File: src/sv/ihex_pkg.sv
// Shared types, codes and character helpers for the Intel HEX record decoder.
`timescale 1ns / 1ps

package ihex_pkg;

    // Result kinds
    localparam logic [1:0] KIND_DATA  = 2'd0;
    localparam logic [1:0] KIND_ERROR = 2'd1;
    localparam logic [1:0] KIND_EOF   = 2'd2;

    // Record types that are understood
    localparam logic [7:0] REC_DATA = 8'h00;
    localparam logic [7:0] REC_EOF  = 8'h01;
    localparam logic [7:0] REC_BASE = 8'h04;

    localparam logic [7:0] CHAR_COLON = 8'h3A;

    // Digits per field
    localparam logic [2:0] NIB_SHORT = 3'd2;
    localparam logic [2:0] NIB_LONG  = 3'd4;

    // Line parser phase, one-hot
    typedef enum logic [6:0] {
        PH_IDLE  = 7'b0000001,
        PH_LEN   = 7'b0000010,
        PH_OFS   = 7'b0000100,
        PH_TYPE  = 7'b0001000,
        PH_DATA  = 7'b0010000,
        PH_BASE  = 7'b0100000,
        PH_TRAIL = 7'b1000000
    } t_phase;

    // One result item
    typedef struct packed {
        logic [1:0]  kind;
        logic [31:0] byte_address;
        logic [7:0]  data_byte;
    } t_result;

    // Space, tab, LF, VT, FF or CR
    function automatic logic is_space(input logic [7:0] c);
        return (c == 8'h20) || (c >= 8'h09 && c <= 8'h0D);
    endfunction

    // Hex digit in either case
    function automatic logic is_hex(input logic [7:0] c);
        return (c >= 8'h30 && c <= 8'h39) || (c >= 8'h41 && c <= 8'h46) ||
               (c >= 8'h61 && c <= 8'h66);
    endfunction

    // Digit value; only meaningful where is_hex holds
    function automatic logic [3:0] hex_value(input logic [7:0] c);
        logic [7:0] v;
        if (c <= 8'h39) begin
            v = c - 8'h30;
        end else if (c <= 8'h46) begin
            v = c - 8'h37;
        end else begin
            v = c - 8'h57;
        end
        return v[3:0];
    endfunction

endpackage

File: src/sv/ihex_out_buf.sv
// Two-entry output buffer that parts the decoder from the result channel.
`timescale 1ns / 1ps

module ihex_out_buf (
    input  logic              i_clk,
    input  logic              i_rst_n,
    input  logic              i_push,
    input  ihex_pkg::t_result i_data,
    output logic              o_full,
    output logic              o_valid,
    output ihex_pkg::t_result o_data,
    input  logic              i_stall
);
    import ihex_pkg::*;

    logic    r_out_valid;
    logic    r_skid_valid;
    t_result r_out;
    t_result r_skid;
    logic    out_take;
    logic    load_out;

    assign out_take = r_out_valid && !i_stall;
    assign load_out = out_take || !r_out_valid;

    // Valid flags
    always_ff @(posedge i_clk) begin
        if (!i_rst_n) begin
            r_out_valid  <= 1'b0;
            r_skid_valid <= 1'b0;
        end else if (load_out) begin
            r_out_valid  <= r_skid_valid || i_push;
            r_skid_valid <= r_skid_valid && i_push;
        end else if (i_push) begin
            r_skid_valid <= 1'b1;
        end
    end

    // Payload: the skid entry drains first to keep order
    always_ff @(posedge i_clk) begin
        if (load_out) begin
            r_out  <= r_skid_valid ? r_skid : i_data;
            r_skid <= i_data;
        end else if (i_push) begin
            r_skid <= i_data;
        end
    end

    assign o_full  = r_skid_valid;
    assign o_valid = r_out_valid;
    assign o_data  = r_out;

endmodule

File: src/sv/intel_hex_record_decoder_core.sv
// Top level of the Intel HEX record decoder: character parser and result channel.
`timescale 1ns / 1ps

// Takes Intel HEX text one character per transaction and one transaction per clock
// cycle while o_stall is low; each character is decoded in the cycle it is
// accepted and gives at most one result (data byte with its 32-bit address, format
// error, or end-of-file). Results leave through a two-entry output buffer, so
// input keeps flowing while a result waits; o_stall rises only while both entries
// hold results. After an error the decoder stays silent until reset.

module intel_hex_record_decoder_core (
    input  logic        i_clk,
    input  logic        i_rst_n,
    // character channel
    input  logic        i_valid,
    output logic        o_stall,
    input  logic [7:0]  i_char_in,
    // result channel
    output logic        o_valid,
    input  logic        i_stall,
    output logic [1:0]  o_kind,
    output logic [31:0] o_byte_address,
    output logic [7:0]  o_data_byte
);
    import ihex_pkg::*;

    t_phase      r_phase, n_phase;
    logic [2:0]  r_nib, n_nib;
    logic [15:0] r_acc, n_acc;
    logic [7:0]  r_len, n_len;
    logic [15:0] r_ofs, n_ofs;
    logic [7:0]  r_kind, n_kind;
    logic [7:0]  r_done, n_done;
    logic [15:0] r_base, n_base;
    logic        r_failed, n_failed;

    logic        in_fire;
    logic        buf_full;
    logic        res_valid;
    t_result     res;
    t_result     out_res;
    logic [15:0] acc_shift;
    logic [2:0]  nib_inc;
    logic [2:0]  need;
    logic [31:0] addr;

    assign o_stall = buf_full;
    assign in_fire = i_valid && !buf_full;

    assign acc_shift = {r_acc[11:0], hex_value(i_char_in)};
    assign nib_inc   = r_nib + 3'd1;
    assign need      = (r_phase == PH_OFS || r_phase == PH_BASE) ? NIB_LONG : NIB_SHORT;
    assign addr      = {r_base, 16'h0000} + {16'h0000, r_ofs} + {24'h000000, r_done};

    // Per-character parse step
    always_comb begin
        n_phase  = r_phase;
        n_nib    = r_nib;
        n_acc    = r_acc;
        n_len    = r_len;
        n_ofs    = r_ofs;
        n_kind   = r_kind;
        n_done   = r_done;
        n_base   = r_base;
        n_failed = r_failed;
        res_valid = 1'b0;
        res       = '{kind: KIND_DATA, byte_address: 32'h0, data_byte: 8'h00};

        if (!r_failed) begin
            unique case (r_phase)
                PH_IDLE: begin
                    if (!is_space(i_char_in)) begin
                        if (i_char_in == CHAR_COLON) begin
                            n_phase = PH_LEN;
                            n_nib   = 3'd0;
                            n_acc   = 16'h0000;
                        end else begin
                            n_failed  = 1'b1;
                            res_valid = 1'b1;
                            res.kind  = KIND_ERROR;
                        end
                    end
                end
                PH_TRAIL: begin
                    if (is_space(i_char_in)) begin
                        n_phase = PH_IDLE;
                    end
                end
                PH_LEN, PH_OFS, PH_TYPE, PH_DATA, PH_BASE: begin
                    if (is_space(i_char_in) || !is_hex(i_char_in)) begin
                        n_failed  = 1'b1;
                        res_valid = 1'b1;
                        res.kind  = KIND_ERROR;
                    end else if (nib_inc < need) begin
                        n_acc = acc_shift;
                        n_nib = nib_inc;
                    end else begin
                        // field complete
                        n_acc = 16'h0000;
                        n_nib = 3'd0;
                        unique case (r_phase)
                            PH_LEN: begin
                                n_len   = acc_shift[7:0];
                                n_phase = PH_OFS;
                            end
                            PH_OFS: begin
                                n_ofs   = acc_shift;
                                n_phase = PH_TYPE;
                            end
                            PH_TYPE: begin
                                n_kind = acc_shift[7:0];
                                priority if (acc_shift[7:0] == REC_DATA) begin
                                    n_done  = 8'h00;
                                    n_phase = (r_len != 8'h00) ? PH_DATA : PH_TRAIL;
                                end else if (acc_shift[7:0] == REC_BASE) begin
                                    n_phase = PH_BASE;
                                end else if (acc_shift[7:0] == REC_EOF) begin
                                    n_phase   = PH_TRAIL;
                                    res_valid = 1'b1;
                                    res.kind  = KIND_EOF;
                                end else begin
                                    n_failed  = 1'b1;
                                    res_valid = 1'b1;
                                    res.kind  = KIND_ERROR;
                                end
                            end
                            PH_DATA: begin
                                n_done = r_done + 8'd1;
                                if (n_done == r_len) begin
                                    n_phase = PH_TRAIL;
                                end
                                res_valid        = 1'b1;
                                res.kind         = KIND_DATA;
                                res.byte_address = addr;
                                res.data_byte    = acc_shift[7:0];
                            end
                            default: begin
                                // base record
                                n_base  = acc_shift;
                                n_phase = PH_TRAIL;
                            end
                        endcase
                    end
                end
                default: begin
                    n_phase = PH_IDLE;
                end
            endcase
        end
    end

    // Parser state
    always_ff @(posedge i_clk) begin
        if (!i_rst_n) begin
            r_phase  <= PH_IDLE;
            r_nib    <= 3'd0;
            r_acc    <= 16'h0000;
            r_len    <= 8'h00;
            r_ofs    <= 16'h0000;
            r_kind   <= 8'h00;
            r_done   <= 8'h00;
            r_base   <= 16'h0000;
            r_failed <= 1'b0;
        end else if (in_fire) begin
            r_phase  <= n_phase;
            r_nib    <= n_nib;
            r_acc    <= n_acc;
            r_len    <= n_len;
            r_ofs    <= n_ofs;
            r_kind   <= n_kind;
            r_done   <= n_done;
            r_base   <= n_base;
            r_failed <= n_failed;
        end
    end

    // Result buffer
    ihex_out_buf u_out_buf (
        .i_clk   (i_clk),
        .i_rst_n (i_rst_n),
        .i_push  (in_fire && res_valid),
        .i_data  (res),
        .o_full  (buf_full),
        .o_valid (o_valid),
        .o_data  (out_res),
        .i_stall (i_stall)
    );

    assign o_kind         = out_res.kind;
    assign o_byte_address = out_res.byte_address;
    assign o_data_byte    = out_res.data_byte;

endmodule

File: config.mk
export PLATFORM = sky130hd
export DESIGN_NAME = intel_hex_record_decoder_core
export DESIGN_NICKNAME = d
export VERILOG_FILES = /design/src/sv/ihex_pkg.sv /design/src/sv/ihex_out_buf.sv /design/src/sv/intel_hex_record_decoder_core.sv
export SDC_FILE = /design/constraint.sdc
export NUM_CORES = 1
export LEC_CHECK = 0
export BUFFER_PORTS_ARGS = -buffer_cell sky130_fd_sc_hd__buf_2
export CORE_MARGIN = 1.5
export CORE_UTILIZATION = 50
export CTS_CLUSTER_DIAMETER = 60
export CTS_CLUSTER_SIZE = 30
export DETAILED_ROUTE_END_ITERATION = 7
export GPL_ROUTABILITY_DRIVEN = 0
export PLACE_DENSITY = 0.71
export SLEW_MARGIN = 30
export SYNTH_ARGS = -nofsm -noshare
export SYNTH_HDL_FRONTEND = slang
export SYNTH_SLANG_ARGS = --single-unit
File: constraint.sdc
create_clock -name i_clk -period 3.6 [get_ports i_clk]
set_input_delay 0.36 -clock i_clk [delete_from_list [all_inputs] [get_ports i_clk]]
set_output_delay 0.36 -clock i_clk [all_outputs]
set_load 0.01 [all_outputs]
# Word-level counts from Yosys, hierarchy flattened
# Index checks and enable logic that the tools add are counted.
# op_classes
div	0
n_shift	0
addsub	7
eq_ne	20
reduce_logical	32
multipliers	0
muxes	62
bitwise_logic	4
order_cmp	9
# ops
cell	count
42-bit two-way mux	5
40-bit two-way mux	3
7-bit two-way mux	10
12-bit two-way mux	4
32-bit by 16-bit adder with 32-bit output	1
32-bit by 8-bit adder with 32-bit output	1
7-bit one-hot mux with 4 select lines	1
12-bit one-hot mux with 2 select lines	1
6-bit AND reduction	4
7-bit one-hot mux with 3 select lines	1
1-bit two-way mux	18
8-bit by 6-bit equality test with 1-bit output (second input constant)	2
8-bit by 7-bit greater-or-equal comparator with 1-bit output (second input constant)	2
8-bit by 7-bit <= comparator with 1-bit output (second input constant)	2
8-bit one-hot mux with 2 select lines	1
3-bit two-way mux	5
2-bit != test (second input constant)	6
2-bit two-way mux	5
9-bit AND reduction	1
8-bit by 1-bit adder with 8-bit output (second input constant)	1
8-bit by 1-bit equality test with 1-bit output (second input constant)	1
8-bit by 3-bit equality test with 1-bit output (second input constant)	1
8-bit equality test	1
8-bit by 4-bit greater-or-equal comparator with 1-bit output (second input constant)	1
31 further kinds	56
# word_totals
mem_bits_rw	0
latch_bits	0
ff_bits	157
mem_bits_ro	0
elab_cells	150
memories	0
out_inout_bits	44
inputBits	12

# Longest topological paths before layout
# Gate-level depths: netlist (run 1).
# logic_depth
depth_word	14
depth_mapped	12

# Cells and area by module
# From an unflattened synthesis (run 1), not the netlist that was laid out.
# hier_totals
hier_cells	743
area_unflattened_um2	8040.2
# modules_own_cells
module	area_each_um2	cells_each	seq_area_each_um2	instances
intel_hex_record_decoder_core	4729.5	602	1421.4	1
ihex_out_buf	3310.7	141	2562.5	1

# Least setup slack after synthesis (run 1)
# No wires, ideal clock.
# synth_path
path_type	register to register
startpoint	register r_phase[4]
endpoint	register u_out_buf.r_skid[0] (netlist name), enable pin
n_path_buf	1
setup_time_ps	654
t_arrival_ps	3387
stages_incl_launch_ff	11
path_slack_ps	-440
cell_sequence	dfxtp_1 buf_2 or4_4 or3_4 and2_1 ha_1 nor2_1 a31oi_4 a21boi_0 o21ai_0 nand3_1
# synth_via
elab_chain_len	10
word_cells_on_any_way	17
cone_classes	order compare: 1; eq/ne: 6; mux: 6; reduce/logical: 4
# synth_lines
element	line	rtl
start, declared	intel_hex_record_decoder_core.sv:27	t_phase r_phase, n_phase;
start signal, assigned	intel_hex_record_decoder_core.sv:165	r_phase <= n_phase;
7-bit by 3-bit equality test with 1-bit output or 7-bit by 6-bit equality test with 1-bit output (tied branches)	intel_hex_record_decoder_core.sv:52, intel_hex_record_decoder_core.sv:70	
1-bit logical OR	intel_hex_record_decoder_core.sv:52	assign need = (r_phase == PH_OFS || r_phase == PH_BASE) ? NIB_LONG : NIB_SHORT;
3-bit two-way mux	intel_hex_record_decoder_core.sv:52	
3-bit < comparator	intel_hex_record_decoder_core.sv:94	end else if (nib_inc < need) begin
1-bit two-way mux	intel_hex_record_decoder_core.sv:94	
1-bit two-way mux	intel_hex_record_decoder_core.sv:90	if (is_space(i_char_in) || !is_hex(i_char_in)) begin
1-bit one-hot mux with 2 select lines (*)	intel_hex_record_decoder_core.sv:70	unique case (r_phase)
1-bit two-way mux (*)	intel_hex_record_decoder_core.sv:69	if (!r_failed) begin
1-bit logical AND (*)	intel_hex_record_decoder_core.sv:181	.i_push (in_fire && res_valid),
2-bit nonzero test (no line) (*)	--	
end signal, assigned	ihex_out_buf.sv:43	r_skid <= i_data;
end signal, assigned	ihex_out_buf.sv:45	r_skid <= i_data;
end, declared	ihex_out_buf.sv:19	t_result r_skid;
# Mark *: on every way between the ends. The rest lies on a longest branch, timed or not.
# A chain may end at the register's enable or synchronous reset.

# Final worst setup path (run 1)
# layout_path
startpoint	register r_phase[0]
endpoint	register u_out_buf.r_skid[31] (netlist name), enable pin
# The elaborated chain is that of the path after synthesis.

==> results of run 1 <==
-- stage by stage --
step	cell area [µm²]	power, µW
2_1_floorplan	7650	2090
3_3_place_gp	8140	2160
3_5_place_dp	8140	2170
4_1_cts	8690	3820
5_1_grt	8690	3920
6_report	8690	3800
-- kinds of logic (layout without fill, tap and decap cells) --
family / after synthesis / count (layout)
XOR/XNOR: 45 / 45
adder cells (fa/ha/maj): 16 / 16
buffers and inverters: 54 / 119
AND/OR/NAND/NOR: 320 / 320
flip-flops: 157 / 157
AO/OA/AOI/OAI: 163 / 163
multiplexers: 17 / 17
-- final cells by class --
| cell class | instances | area share |
|---|---|---|
| clock inverters | 13 | 0.0135 |
| repair buffers | 72 | 0.0478 |
| flip-flops and latches | 157 | 0.458 |
| well taps | 188 | 0.0271 |
| inverters | 15 | 0.00648 |
| multi-input cells | 561 | 0.397 |
| clock buffers | 19 | 0.0498 |
-- sequential cells by signal, summed over array words and instances, names as in the netlist --
| name | count |
|---|---|
| r_done | 8 |
| r_failed | 1 |
| u_out_buf.o_full | 1 |
| u_out_buf.r_skid | 42 |
| r_acc | 12 |
| u_out_buf.o_valid | 1 |
| r_len | 8 |
| r_nib | 3 |
| u_out_buf.o_data | 42 |
| r_ofs | 16 |
| r_phase | 7 |
| r_base | 16 |
-- power groups by stage --
stage | Combinational [µW] | Sequential (µW) | Clock (µW)
finish | 176 | 1960 | 1670
global route | 190 | 1960 | 1770
CTS | 176 | 1960 | 1690
detailed placement | 176 | 2000 | 0
global placement | 169 | 1990 | 0
floorplan | 82.6 | 2010 | 0
-- critical path, cell delays in order (launching register included) --
cell	delay, ps
dfxtp_1	350
or4_4	590
or3_4	380
and2_1	160
ha_1	280
nor2_1	60
a31oi_4	240
a21boi_0	200
o21ai_0	200
nand3_2	130
buf_4	450
-- cells in the final DEF, fill, tap and decap left out, types with 22 or more instances in the layout --
cell type / instances
nand2_1: 107
dfxtp_1: 72
nand3_1: 24
edfxtp_1: 84
xnor2_1: 25
o31ai_1: 22
o21ai_0: 35
buf_2: 55
nor2_1: 83
a21oi_1: 46
-- final timing paths --
path | end | slack [ps]
hold reg to reg | r_ofs[5]$_SDFFE_PN0P_ | 460
setup / recovery | u_out_buf.r_skid[31]$_DFFE_PP_ | 170
hold / removal | r_failed$_SDFFE_PN0P_ | 210
setup reg to reg | u_out_buf.r_skid[31]$_DFFE_PP_ | 170
-- metal layers --
layer  GRT usage  up-vias  wire [µm]
li1            -     2899          -
met2       0.351      198       7980
met5           0        -          0
met1       0.286     2776       7590
met3      0.0422       42        859
met4      0.0983        0        445
==> impl_metrics.toml, run 1 <==
[clocking]
clk_pin_slew_ps = 60
clock-sinks = 157
cts_root_buf = "clkbuf_16"
cts_buffer_depth = 2
holdBufCountCts = 0
clk_latency_ps = 430
postCtsSetupBuffers = 0
cts-resized-gates = 0
cts_tree = "yes"
htree_levels = 4
cts_buffers = 17

[pwr]
p_leak_uw = 0.00322
p_sw_uw = 858
power.density_mw_per_mm2 = 438
p_sw_frac = 0.225
p_comb_frac = 0.046
p_seq_frac = 0.514
p_clk_frac = 0.439
irDropWorstVdd_uv = 352
p_int_uw = 2950

[logic_synthesis]
synth.largest_area_cell = "edfxtp_1"
synth.most_common_cell = "nand2_1"
syn_area_per_cell_um2 = 9.91
synth_ff_type = "edfxtp_1"
synthSimpleGateAreaFrac = 0.204
synth_top_area_frac = 0.330
syn_inst = 772
syn_area_mm2 = 0.00765
netlist-cell-type-count = 73
synth_mux_area_frac = 0.0234
synth_seq_cells = 157
ys_warn_count = 0
synth.area.top_cells = "edfxtp_1 (33%), dfxtp_1 (19%), nand2_1 (5.3%)"
synth_nets = 800
synth-edff-count = 84
yosys-top-cells-count = "nand2_1 (108), edfxtp_1 (84), nor2_1 (83)"
synth-xor-area-share = 0.0515
synthArstFlopShare = 0
ys_seq_area_frac = 0.521
synth_compound_area_frac = 0.143
yosys.area_share.adder = 0.0272
synth_top_family_by_area = "simple AND/OR/NAND/NOR gates"

[drt]
route.detailed.drc = 0
avgViaCountPerCell = 5.77
route.vias.total = 5915
dr.pass1.iters = 8
wire_per_inst_um = 16.5
drt_iter0_drc = 594
wl_mm = 16.9
antenna_left = 0

[sta]
tightestPinTransition_ps = 743
final.setup.tns_ps = 0
final_hold_viol_count = 0
setup_viol = 0
slew_headroom = 0.505
fmax_ghz = 0.292
finalWorstSetupSlack_ps = 173
hold-worst-slack_ps = 213
finalCritPeriodShare = 0.952
rsz0062_at_grt = "no"
post-route-min-period_ps = 3430
worst_clock_skew_ps = 9.23
drv_slew = 0

[outcome]
status = "complete, no violations"

[global_route]
gr-total-overflow = 0
grt_max_degree = 71
grt_pass1_vias = 5608
grt_pass1_wl_mm = 27.6
grtUsageTotal = 0.218
antenna_found_initial = 0

[placed_design]
place_inst = 993
place_ws_ps = 196
portBuffers = 55
post-dp-hpwl_mm = 11.6

[cells_and_area]
final_util = 0.576
nNetsFinal = 852
fillers = 1278
drive_gt1_frac = 0.158
ff_latch_area_mm2 = 0.00399
multiInputGateArea_mm2 = 0.00345
n_antenna_cell = 0
area_growth_pct = 13.7
instances_no_fill = 1025

[die]
rows = 45
die_w_um = 127
start_util = 0.507
pin_count = 56
die_h_um = 127
core_mm2 = 0.0151
die_area_mm2 = 0.0160

[setup_path]
crit_arrival_ps = 3500
crit_fanout = 42
reg2reg_from = "r_phase[0]$_SDFFE_PN1P_"
crit_type = "reg2reg"
start_kind = "register"
crit_start = "r_phase[0]$_SDFFE_PN1P_"
worstRegToRegCells = 10
end_kind = "register"
worst_ep_required_time_ps = 3670

[min_path]
hold_depth = 2
hold_class = "in2reg"
min_from = "i_valid"

[job]
drv_cap = 0
No activity file was read; power rests on OpenSTA's default activity.
==> run 2, diff against run 1 <==
--- a/config.mk
+++ b/config.mk
@@ -6,13 +6,15 @@
 export NUM_CORES = 1
 export LEC_CHECK = 0
 export BUFFER_PORTS_ARGS = -buffer_cell sky130_fd_sc_hd__buf_2
+export CELL_PAD_IN_SITES_DETAIL_PLACEMENT = 1
+export CELL_PAD_IN_SITES_GLOBAL_PLACEMENT = 1
 export CORE_MARGIN = 1.5
-export CORE_UTILIZATION = 50
+export CORE_UTILIZATION = 43
 export CTS_CLUSTER_DIAMETER = 60
 export CTS_CLUSTER_SIZE = 30
 export DETAILED_ROUTE_END_ITERATION = 7
 export GPL_ROUTABILITY_DRIVEN = 0
-export PLACE_DENSITY = 0.71
+export PLACE_DENSITY_LB_ADDON = 0.1
 export SLEW_MARGIN = 30
 export SYNTH_ARGS = -nofsm -noshare
 export SYNTH_HDL_FRONTEND = slang
==> run 2 against run 1 <==
Compared with the run above:
- via count rose by 1.1%
- final area is 1.8% higher
- sequential power about the same
- sequential share of layout area fell by 0.81 points
- routed wire length increased by 19%
- critical path type unchanged
- clock skew is 1.6 ps lower
- combinational power is 8% higher
- critical endpoint is now u_out_buf.o_data[27]$_DFFE_PP_
- first-iteration DRC count shrank 36%
- final cell count up 3.7%
==> impl_metrics.toml, run 2 (synthesis results as in run 1) <==
[outcome]
status = "complete, no violations"

[sta]
fmax_ghz = 0.296
post-route-min-period_ps = 3370
final.setup.tns_ps = 0
hold-worst-slack_ps = 200
final_hold_viol_count = 0
worst_clock_skew_ps = 7.60
setup_viol = 0
drv_slew = 0
slew_headroom = 0.474
rsz0062_at_grt = "no"
tightestPinTransition_ps = 770
finalCritPeriodShare = 0.937

[setup_path]
r2r_slack_ps = 230
timing.critical_path.buf_inv = 0
crit_type = "reg2reg"
crit_fanout = 12
worst_ep_required_time_ps = 3850
slowest_stage = "or4_4"
end_kind = "register"
path_cells = "or4_4 -> or3_4 -> and2_1 -> ha_1 -> nor2_1 -> a31oi_4 -> nand2_1 -> nor3_2 -> nand2_1 -> o21ai_0"
cp_common_cell = "nand2_1"
crit_arrival_ps = 3630
cpPeakStageDelay_ps = 590
path_delay_family = "simple AND/OR/NAND/NOR gates"
start_kind = "register"

[clocking]
clk_latency_ps = 430
clock-sinks = 157
clk_pin_slew_ps = 70
cts_root_buf = "clkbuf_16"
postCtsSetupBuffers = 0
holdBufCountCts = 0
htree_levels = 4
cts_buffer_depth = 2
cts_tree = "yes"
cts-resized-gates = 0
cts_buffers = 17

[placed_design]
place_area_mm2 = 0.00822
post-dp-hpwl_mm = 14.3
portBuffers = 55
place_inst = 1031

[drt]
route.detailed.drc = 0
antenna_left = 0
avgViaCountPerCell = 5.63
route.vias.total = 5981
drt_iter0_drc = 379
wire_per_inst_um = 19.0
wl_mm = 20.2
dr.pass1.iters = 4

[cells_and_area]
fillers = 1941
nNetsFinal = 853
area_growth_pct = 15.7
drive_gt1_frac = 0.162
final_common_cell = "nand2_1"
design_area_mm2 = 0.00885
layout_common_cells = "nand2_1 (107), edfxtp_1 (84), nor2_1 (83)"
instances_no_fill = 1063
n_antenna_cell = 0

[pwr]
p_sw_frac = 0.220
p_int_uw = 3160
p_sw_uw = 894
power.density_mw_per_mm2 = 459
p_clk_frac = 0.471
irDropWorstVdd_uv = 350
p_leak_uw = 0.00327
total_power_uw = 4060
p_comb_frac = 0.047
p_seq_frac = 0.483

[global_route]
grt_max_degree = 60
grt_pass1_vias = 6131
antenna_found_initial = 0
grt_pass1_wl_mm = 32.7
grtUsageTotal = 0.229
gr-total-overflow = 0

[die]
pin_count = 56
rows = 48
die_w_um = 136
start_util = 0.441
die_h_um = 136
die_area_mm2 = 0.0186
core_mm2 = 0.0174

[min_path]
hold_class = "in2reg"

[job]
drv_cap = 0
==> run 2: worst paths after layout <==
path	start	endpoint	cells after the start
max	r_phase[0]$_SDFFE_PN1P_	u_out_buf.o_data[27]$_DFFE_PP_	10
min	i_valid	r_failed$_SDFFE_PN0P_	2
max reg2reg	r_phase[0]$_SDFFE_PN1P_	u_out_buf.o_data[27]$_DFFE_PP_	10
min reg2reg	r_ofs[4]$_SDFFE_PN0P_	r_ofs[4]$_SDFFE_PN0P_	2
==> run 2: area by class of cell <==
type,instances,area [µm²],share of cell area
clock buffers,19,433,0.0489
clock inverters,13,189,0.0214
inverters,15,56.3,0.00636
multi-input cells,561,3460,0.391
flip-flops and latches,157,3990,0.450
well taps,225,282,0.0318
repair buffers,73,448,0.0506
==> run 2: power groups by stage <==
stage	combinational [µW]	sequential, µW	clock, µW
6_report	190	1960	1910
5_1_grt	206	1960	2020
4_1_cts	189	1960	1950
3_5_place_dp	189	2000	0
3_3_place_gp	183	1990	0
2_1_floorplan	82.6	2010	0
==> run 2: per-layer routing <==
layer	share of wire	GRT usage
met3	0.037	0.0518
met4	0.013	0.0644
met2	0.48	0.366
met5	0	0
met1	0.47	0.312
==> run 2: worst register-to-register path: cells and delay by family (launching register included) <==
kind | cells | cell delay (ps)
adders and majority gates | 1 | 270
DFF | 1 | 350
and+or+nand+nor | 7 | 2010
AOI/OAI and AO/OA | 2 | 560
==> run 2: stage by stage <==
stage                util  setup WS [ps]
global placement    0.474            435
CTS                 0.510            174
global route        0.510           12.2
finish              0.510            227
detailed placement  0.474            254
floorplan               -           48.3
